## src/hw/rtl/u8d_pkg.sv

```systemverilog
`default_nettype none

package u8d_pkg;

  localparam int unsigned ByteW = 8;
  localparam int unsigned CpW   = 21;
  localparam int unsigned NeedW = 2;

  localparam logic [CpW-1:0]   Replacement = 21'h00FFFD;
  localparam logic [ByteW-1:0] ContMask    = 8'h3F;
  localparam logic [ByteW-1:0] Lead2Mask   = 8'h1F;
  localparam logic [ByteW-1:0] Lead3Mask   = 8'h0F;
  localparam logic [ByteW-1:0] Lead4Mask   = 8'h07;

  // Lead byte ranges
  localparam logic [ByteW-1:0] AsciiLast  = 8'h7F;
  localparam logic [ByteW-1:0] Lead2First = 8'hC0;
  localparam logic [ByteW-1:0] Lead2Last  = 8'hDF;
  localparam logic [ByteW-1:0] Lead3First = 8'hE0;
  localparam logic [ByteW-1:0] Lead3Last  = 8'hEF;
  localparam logic [ByteW-1:0] Lead4First = 8'hF0;
  localparam logic [ByteW-1:0] Lead4Last  = 8'hF7;

  typedef struct packed {
    logic [ByteW-1:0] text_byte;
    logic             final_byte;
  } u8d_in_t;

  typedef struct packed {
    logic [CpW-1:0] code_point;
    logic           end_of_text;
  } u8d_out_t;

  // Decoder status toward the pipeline control
  typedef struct packed {
    logic     has_result;
    u8d_out_t item;
  } u8d_res_t;

endpackage

`default_nettype wire

```

## src/hw/rtl/u8d_in_stage.sv

```systemverilog
`default_nettype none

module u8d_in_stage
  import u8d_pkg::*;
(
  input  wire logic    clk_i,
  input  wire logic    rst_ni,
  input  wire logic    in_valid_i,
  output logic         in_ready_o,
  input  wire u8d_in_t in_item_i,
  input  wire logic    take_i,
  output logic         valid_o,
  output u8d_in_t      item_o
);

  logic    valid_q, valid_d;
  u8d_in_t item_q;

  assign in_ready_o = !valid_q || take_i;
  assign valid_d    = (in_valid_i && in_ready_o) || (valid_q && !take_i);

  always_ff @(posedge clk_i or negedge rst_ni) begin
    if (!rst_ni) begin
      valid_q <= 1'b0;
    end else begin
      valid_q <= valid_d;
    end
  end

  always_ff @(posedge clk_i) begin
    if (in_valid_i && in_ready_o) begin
      item_q <= in_item_i;
    end
  end

  assign valid_o = valid_q;
  assign item_o  = item_q;

endmodule

`default_nettype wire

```

## src/hw/rtl/u8d_decode.sv

```systemverilog
`default_nettype none

module u8d_decode
  import u8d_pkg::*;
(
  input  wire logic    clk_i,
  input  wire logic    rst_ni,
  input  wire logic    step_i,
  input  wire u8d_in_t item_i,
  output u8d_res_t     res_o
);

  logic [NeedW-1:0] need_q, need_d;
  logic [CpW-1:0]   acc_q, acc_d;
  logic [CpW-1:0]   acc_shift;
  logic [NeedW-1:0] need_dec;
  logic [ByteW-1:0] b;
  logic             last;

  assign b         = item_i.text_byte;
  assign last      = item_i.final_byte;
  assign acc_shift = {acc_q[CpW-7:0], b[5:0] & ContMask[5:0]};
  assign need_dec  = need_q - NeedW'(1);

  always_comb begin
    need_d     = need_q;
    acc_d      = acc_q;
    res_o      = '0;
    res_o.item.end_of_text = last;
    if (need_q == '0) begin
      if (b inside {[8'h00:AsciiLast]}) begin
        res_o.has_result      = 1'b1;
        res_o.item.code_point = CpW'(b);
      end else if (b inside {[Lead2First:Lead2Last]}) begin
        need_d = NeedW'(1);
        acc_d  = CpW'(b & Lead2Mask);
      end else if (b inside {[Lead3First:Lead3Last]}) begin
        need_d = NeedW'(2);
        acc_d  = CpW'(b & Lead3Mask);
      end else if (b inside {[Lead4First:Lead4Last]}) begin
        need_d = NeedW'(3);
        acc_d  = CpW'(b & Lead4Mask);
      end else begin
        // stray continuation or F8..FF
        res_o.has_result      = 1'b1;
        res_o.item.code_point = Replacement;
      end
      if (need_d != '0 && last) begin
        // lead byte cut off by end of text
        need_d                = '0;
        acc_d                 = '0;
        res_o.has_result      = 1'b1;
        res_o.item.code_point = Replacement;
      end
    end else begin
      // any byte counts as a continuation here
      need_d = need_dec;
      acc_d  = acc_shift;
      if (need_dec == '0) begin
        acc_d                 = '0;
        res_o.has_result      = 1'b1;
        res_o.item.code_point = acc_shift;
      end else if (last) begin
        need_d                = '0;
        acc_d                 = '0;
        res_o.has_result      = 1'b1;
        res_o.item.code_point = Replacement;
      end
    end
  end

  always_ff @(posedge clk_i or negedge rst_ni) begin
    if (!rst_ni) begin
      need_q <= '0;
      acc_q  <= '0;
    end else if (step_i) begin
      need_q <= need_d;
      acc_q  <= acc_d;
    end
  end

endmodule

`default_nettype wire

```

## src/hw/rtl/u8d_out_stage.sv

```systemverilog
`default_nettype none

module u8d_out_stage
  import u8d_pkg::*;
(
  input  wire logic     clk_i,
  input  wire logic     rst_ni,
  input  wire logic     load_i,
  input  wire u8d_out_t item_i,
  output logic          free_o,
  output logic          out_valid_o,
  input  wire logic     out_ready_i,
  output u8d_out_t      out_item_o
);

  logic     valid_q, valid_d;
  u8d_out_t item_q;

  assign free_o  = !valid_q || out_ready_i;
  assign valid_d = load_i || (valid_q && !out_ready_i);

  always_ff @(posedge clk_i or negedge rst_ni) begin
    if (!rst_ni) begin
      valid_q <= 1'b0;
    end else begin
      valid_q <= valid_d;
    end
  end

  always_ff @(posedge clk_i) begin
    if (load_i) begin
      item_q <= item_i;
    end
  end

  assign out_valid_o = valid_q;
  assign out_item_o  = item_q;

endmodule

`default_nettype wire

```

## src/hw/rtl/utf8_byte_stream_decoder.sv

```systemverilog
`default_nettype none

// UTF-8 byte stream decoder. One text byte per input transfer, with
// final_byte marking the last byte of a text; one code point per output
// transfer when a character completes. Lead bytes 110x, 1110x and 11110x
// open 2, 3 and 4 byte sequences; following bytes are taken as
// continuations with no check of their top bits. A stray continuation or a
// byte F8..FF gives U+FFFD, as does a sequence cut off by the final byte
// (one U+FFFD, end_of_text set). Overlong forms and surrogates pass as
// decoded. A byte passes through the input register, then the decode, then
// the result register that drives the output; a byte is accepted
// every cycle as long as the output side keeps up. The decode state (bytes
// still needed, partial code point) updates once per byte taken, which
// sets the one byte per cycle rate. Bytes that close no character take no
// output slot, so they still move while the output is stalled if the input
// register can drain.
module utf8_byte_stream_decoder
  import u8d_pkg::*;
(
  input  wire logic    clk_i,
  input  wire logic    rst_ni,
  input  wire logic    in_valid_i,
  output logic         in_ready_o,
  input  wire u8d_in_t in_item_i,
  output logic         out_valid_o,
  input  wire logic    out_ready_i,
  output u8d_out_t     out_item_o
);

  logic     stg_valid;
  u8d_in_t  stg_item;
  logic     stg_take;
  u8d_res_t dec_res;
  logic     out_free;

  // Input register
  u8d_in_stage u_in (
    .clk_i      (clk_i),
    .rst_ni     (rst_ni),
    .in_valid_i (in_valid_i),
    .in_ready_o (in_ready_o),
    .in_item_i  (in_item_i),
    .take_i     (stg_take),
    .valid_o    (stg_valid),
    .item_o     (stg_item)
  );

  // Byte leaves the input register once its result (if any) has a slot
  assign stg_take = stg_valid && (!dec_res.has_result || out_free);

  // Sequence state and decode
  u8d_decode u_dec (
    .clk_i  (clk_i),
    .rst_ni (rst_ni),
    .step_i (stg_take),
    .item_i (stg_item),
    .res_o  (dec_res)
  );

  // Result register
  u8d_out_stage u_out (
    .clk_i       (clk_i),
    .rst_ni      (rst_ni),
    .load_i      (stg_take && dec_res.has_result),
    .item_i      (dec_res.item),
    .free_o      (out_free),
    .out_valid_o (out_valid_o),
    .out_ready_i (out_ready_i),
    .out_item_o  (out_item_o)
  );

endmodule

`default_nettype wire

```

## config.mk

```make
export PLATFORM = sky130hd
export DESIGN_NAME = utf8_byte_stream_decoder
export DESIGN_NICKNAME = d
export VERILOG_FILES = /design/src/hw/rtl/u8d_pkg.sv /design/src/hw/rtl/u8d_in_stage.sv /design/src/hw/rtl/u8d_decode.sv /design/src/hw/rtl/u8d_out_stage.sv /design/src/hw/rtl/utf8_byte_stream_decoder.sv
export SDC_FILE = /design/constraint.sdc
export NUM_CORES = 1
export LEC_CHECK = 0
export BUFFER_PORTS_ARGS = -buffer_cell sky130_fd_sc_hd__clkbuf_2
export CORE_MARGIN = 3
export CORE_UTILIZATION = 30
export CTS_CLUSTER_DIAMETER = 150
export CTS_CLUSTER_SIZE = 8
export DETAILED_ROUTE_END_ITERATION = 7
export HOLD_SLACK_MARGIN = 0.12
export PLACE_DENSITY = 0.58
export SYNTH_ARGS = -nofsm -noshare
export SYNTH_HDL_FRONTEND = slang
export SYNTH_SLANG_ARGS = --single-unit
```

## constraint.sdc

```tcl
create_clock -name clk_i -period 3.6 [get_ports clk_i]
set_clock_uncertainty 0.05 [all_clocks]
set_input_delay 0.72 -clock clk_i [delete_from_list [all_inputs] [get_ports clk_i]]
set_output_delay 0.72 -clock clk_i [all_outputs]
set_load 0.1 [all_outputs]
```

==> results_dict.tcl <==
set metrics [dict create \
    status "complete, no violations" \
    holdBufCountCts 0 \
    io_buffers 36 \
    fillCellCount 713 \
    nNetsFinal 230 \
    initial_core_util_pct 31.6 \
    crit_fanout 16 \
    crit_chain "inv_1, ha_2, nor2b_4, or4_4, and3_4, inv_1, clkbuf_2" \
    ios 37 \
    synth_cells 174 \
    clkSinkCount 50 \
    drt-initial-drc-count 51 \
    clk_latency_ns 0.31 \
    root_buffer "clkbuf_8" \
    drtPass1Iterations 4 \
    htreeDepth 2 \
    wl_per_cell_um 14.2 \
    clockBufferDepth 2 \
    yosysTopAreaCell "edfxtp_1" \
    crit_family "simple AND/OR/NAND/NOR gates" \
    antenna_found_initial 0 \
    whs_ns 0.323 \
    gp_congestion 0.929 \
    worst_pin_slew_ns 0.850 \
    cp_common_cell "inv_1" \
    postCtsSetupRepairBufs 0 \
    critical_path_arrival_ns 2.52 \
    grt_util_all_layers_pct 11.3 \
    tns_ns 0 \
    area_growth_pct 17.0 \
    fin_crit_sh_pct 91.4 \
    avgSynthCellArea_um2 12.7 \
    period_minus_slack_ns 3.29 \
    pre_cts_slack_ns 0.482 \
    gr-total-overflow 0 \
    final_cell_mix "36 x clkbuf_2, 31 x edfxtp_1, 19 x dfrtp_1" \
    netlist_area_mm2 0.00221 \
    fp.coreArea_mm2 0.00698 \
    grt_pass1_vias 1536 \
    grt_pass1_wl_mm 7.51 \
    finalMaxSlewViolations 0 \
    dieHeight_um 91.8 \
    post_route_cells_drive_above_1_share_pct 26.5 \
    layout_commonest_cell "clkbuf_2" \
    min_path_type "primary input to asynchronous set/reset pin" \
    finalSetupViolCount 0 \
    hold_viol 0 \
    slew_headroom_pct 42.9 \
    synth_top_area_share_pct 42.1 \
    worstSetupPathType "flop to output pin" \
    drc 0 \
    ff2ff_path_depth 7 \
    row_count 30 \
    end_kind "output pin" \
    antenna_cells 0 \
    max_freq_mhz 304 \
    fin_util_pct 37.0 \
    rsz0062_at_grt "no" \
    critical_path_depth 7 \
    crit_buf_inv 3 \
    finalWorstSetupSlack_ns 0.309 \
    maxCapViolCount 0 \
    cts_resized 0 \
    worstPathRequired_ns 2.83 \
    slowest_stage "or4_4" \
    ys_warn_count 0 \
    ys_ff_latch 50 \
    seq_area_frac_synth_pct 63.6 \
    synth_nets 190 \
    clk_pin_slew_ns 0.09 \
    place_hpwl_mm 3.20 \
    drtAntennaViolNets 0 \
    grt_max_degree 23 \
    crit_path_max_incr_delay_ns 0.54 \
    wl_mm 4.43 \
    vias 1482 \
    die_x_um 91.8 \
    worstSetupStartpointType "flop" \
    synth.distinct_cells 39 \
    cts_tree "done" \
    cts_made_buffers 5 \
    synthTopCellsByArea "edfxtp_1 42%, dfrtp_1 22%, a21o_1 4.1%" \
    vias_per_cell 4.77 \
    die_area_mm2 0.00843 \
]
-- path summary, 6_finish.rpt --
path                                        startpoint                          end  slack [ns]
min reg2reg                u_dec.acc_q[13]$_DFFE_PN0P_  u_dec.acc_q[13]$_DFFE_PN0P_        0.42
max                        u_dec.need_q[0]$_DFFE_PN0P_                   in_ready_o        0.31
max in group asynchronous                       rst_ni  u_dec.acc_q[10]$_DFFE_PN0P_        2.82
min                                             rst_ni   u_dec.acc_q[1]$_DFFE_PN0P_        0.32
max reg2reg                u_dec.need_q[0]$_DFFE_PN0P_     u_in.item_o[3]$_DFFE_PP_        1.23
min in group clk_i         u_dec.acc_q[13]$_DFFE_PN0P_  u_dec.acc_q[13]$_DFFE_PN0P_        0.42
-- cell type report --
type	instances	area [um2]	share of cell area, %
multi-input combinational	111	744	28.8
clock buffer	6	72.6	2.81
sequential	50	1410	54.4
inverter	7	26.3	1.02
clock inverter	2	13.8	0.532
timing repair buffer	39	203	7.84
tap	96	120	4.64
-- through the flow --
stage | cells | instance area (um2)
2_1_floorplan | 174 | 2210
3_3_place_gp | 303 | 2500
3_5_place_dp | 303 | 2500
4_1_cts | 311 | 2580
5_1_grt | 311 | 2590
6_report | 311 | 2590
-- sequential cells by signal, summed over array words and instances (netlist names) --
signal and cells:
u_dec.acc_q 15, u_dec.need_q 2, u_in.item_o 9, u_in.valid_o 1, u_out.out_item_o 22, u_out.out_valid_o 1
-- cell families after synthesis --
| family | Yosys count | share of synthesized area [%] |
|---|---|---|
| adders and majority gates | 3 | 1.70 |
| AOI/OAI and AO/OA | 47 | 15.6 |
| and+or+nand+nor | 60 | 15.7 |
| DFF | 50 | 63.6 |
| muxes | 1 | 0.453 |
| buffers and inverters | 13 | 2.89 |
-- synthesized netlist by cell type --
cell / count
a211oi_1: 1
o21bai_1: 1
nor3_1: 2
a21o_1: 12
mux2i_1: 1
nand3_2: 1
and3_4: 1
buf_6: 2
nor2b_4: 1
a32o_1: 2
nor2_1: 4
o41ai_4: 1
or2_2: 2
or2_1: 1
ha_1: 3
and3_1: 10
inv_1: 7
and4_1: 1
a221o_1: 1
a221oi_1: 1
o2111a_1: 2
a31o_2: 1
o21ai_0: 9
a311oi_1: 1
a21boi_1: 1
and2_1: 5
edfxtp_1: 31
nand2_1: 15
nor2b_1: 9
clkbuf_1: 4
a22o_1: 3
nand2b_1: 1
dfrtp_1: 19
or2b_1: 1
a21oi_1: 11
or4_4: 1
nor2_2: 1
nand4_1: 1
nand3_1: 3
-- layer usage --
| layer | share of wire, % | GRT usage [%] |
|---|---|---|
| met1 | 45 | 14.2 |
| met5 | 0 | 0 |
| met2 | 49 | 18.5 |
| met4 | 1.7 | 4.58 |
| met3 | 4.5 | 2.79 |
Power is not shown: default switching activity piles up to over one toggle a cycle in this logic, so the estimate is an artifact.
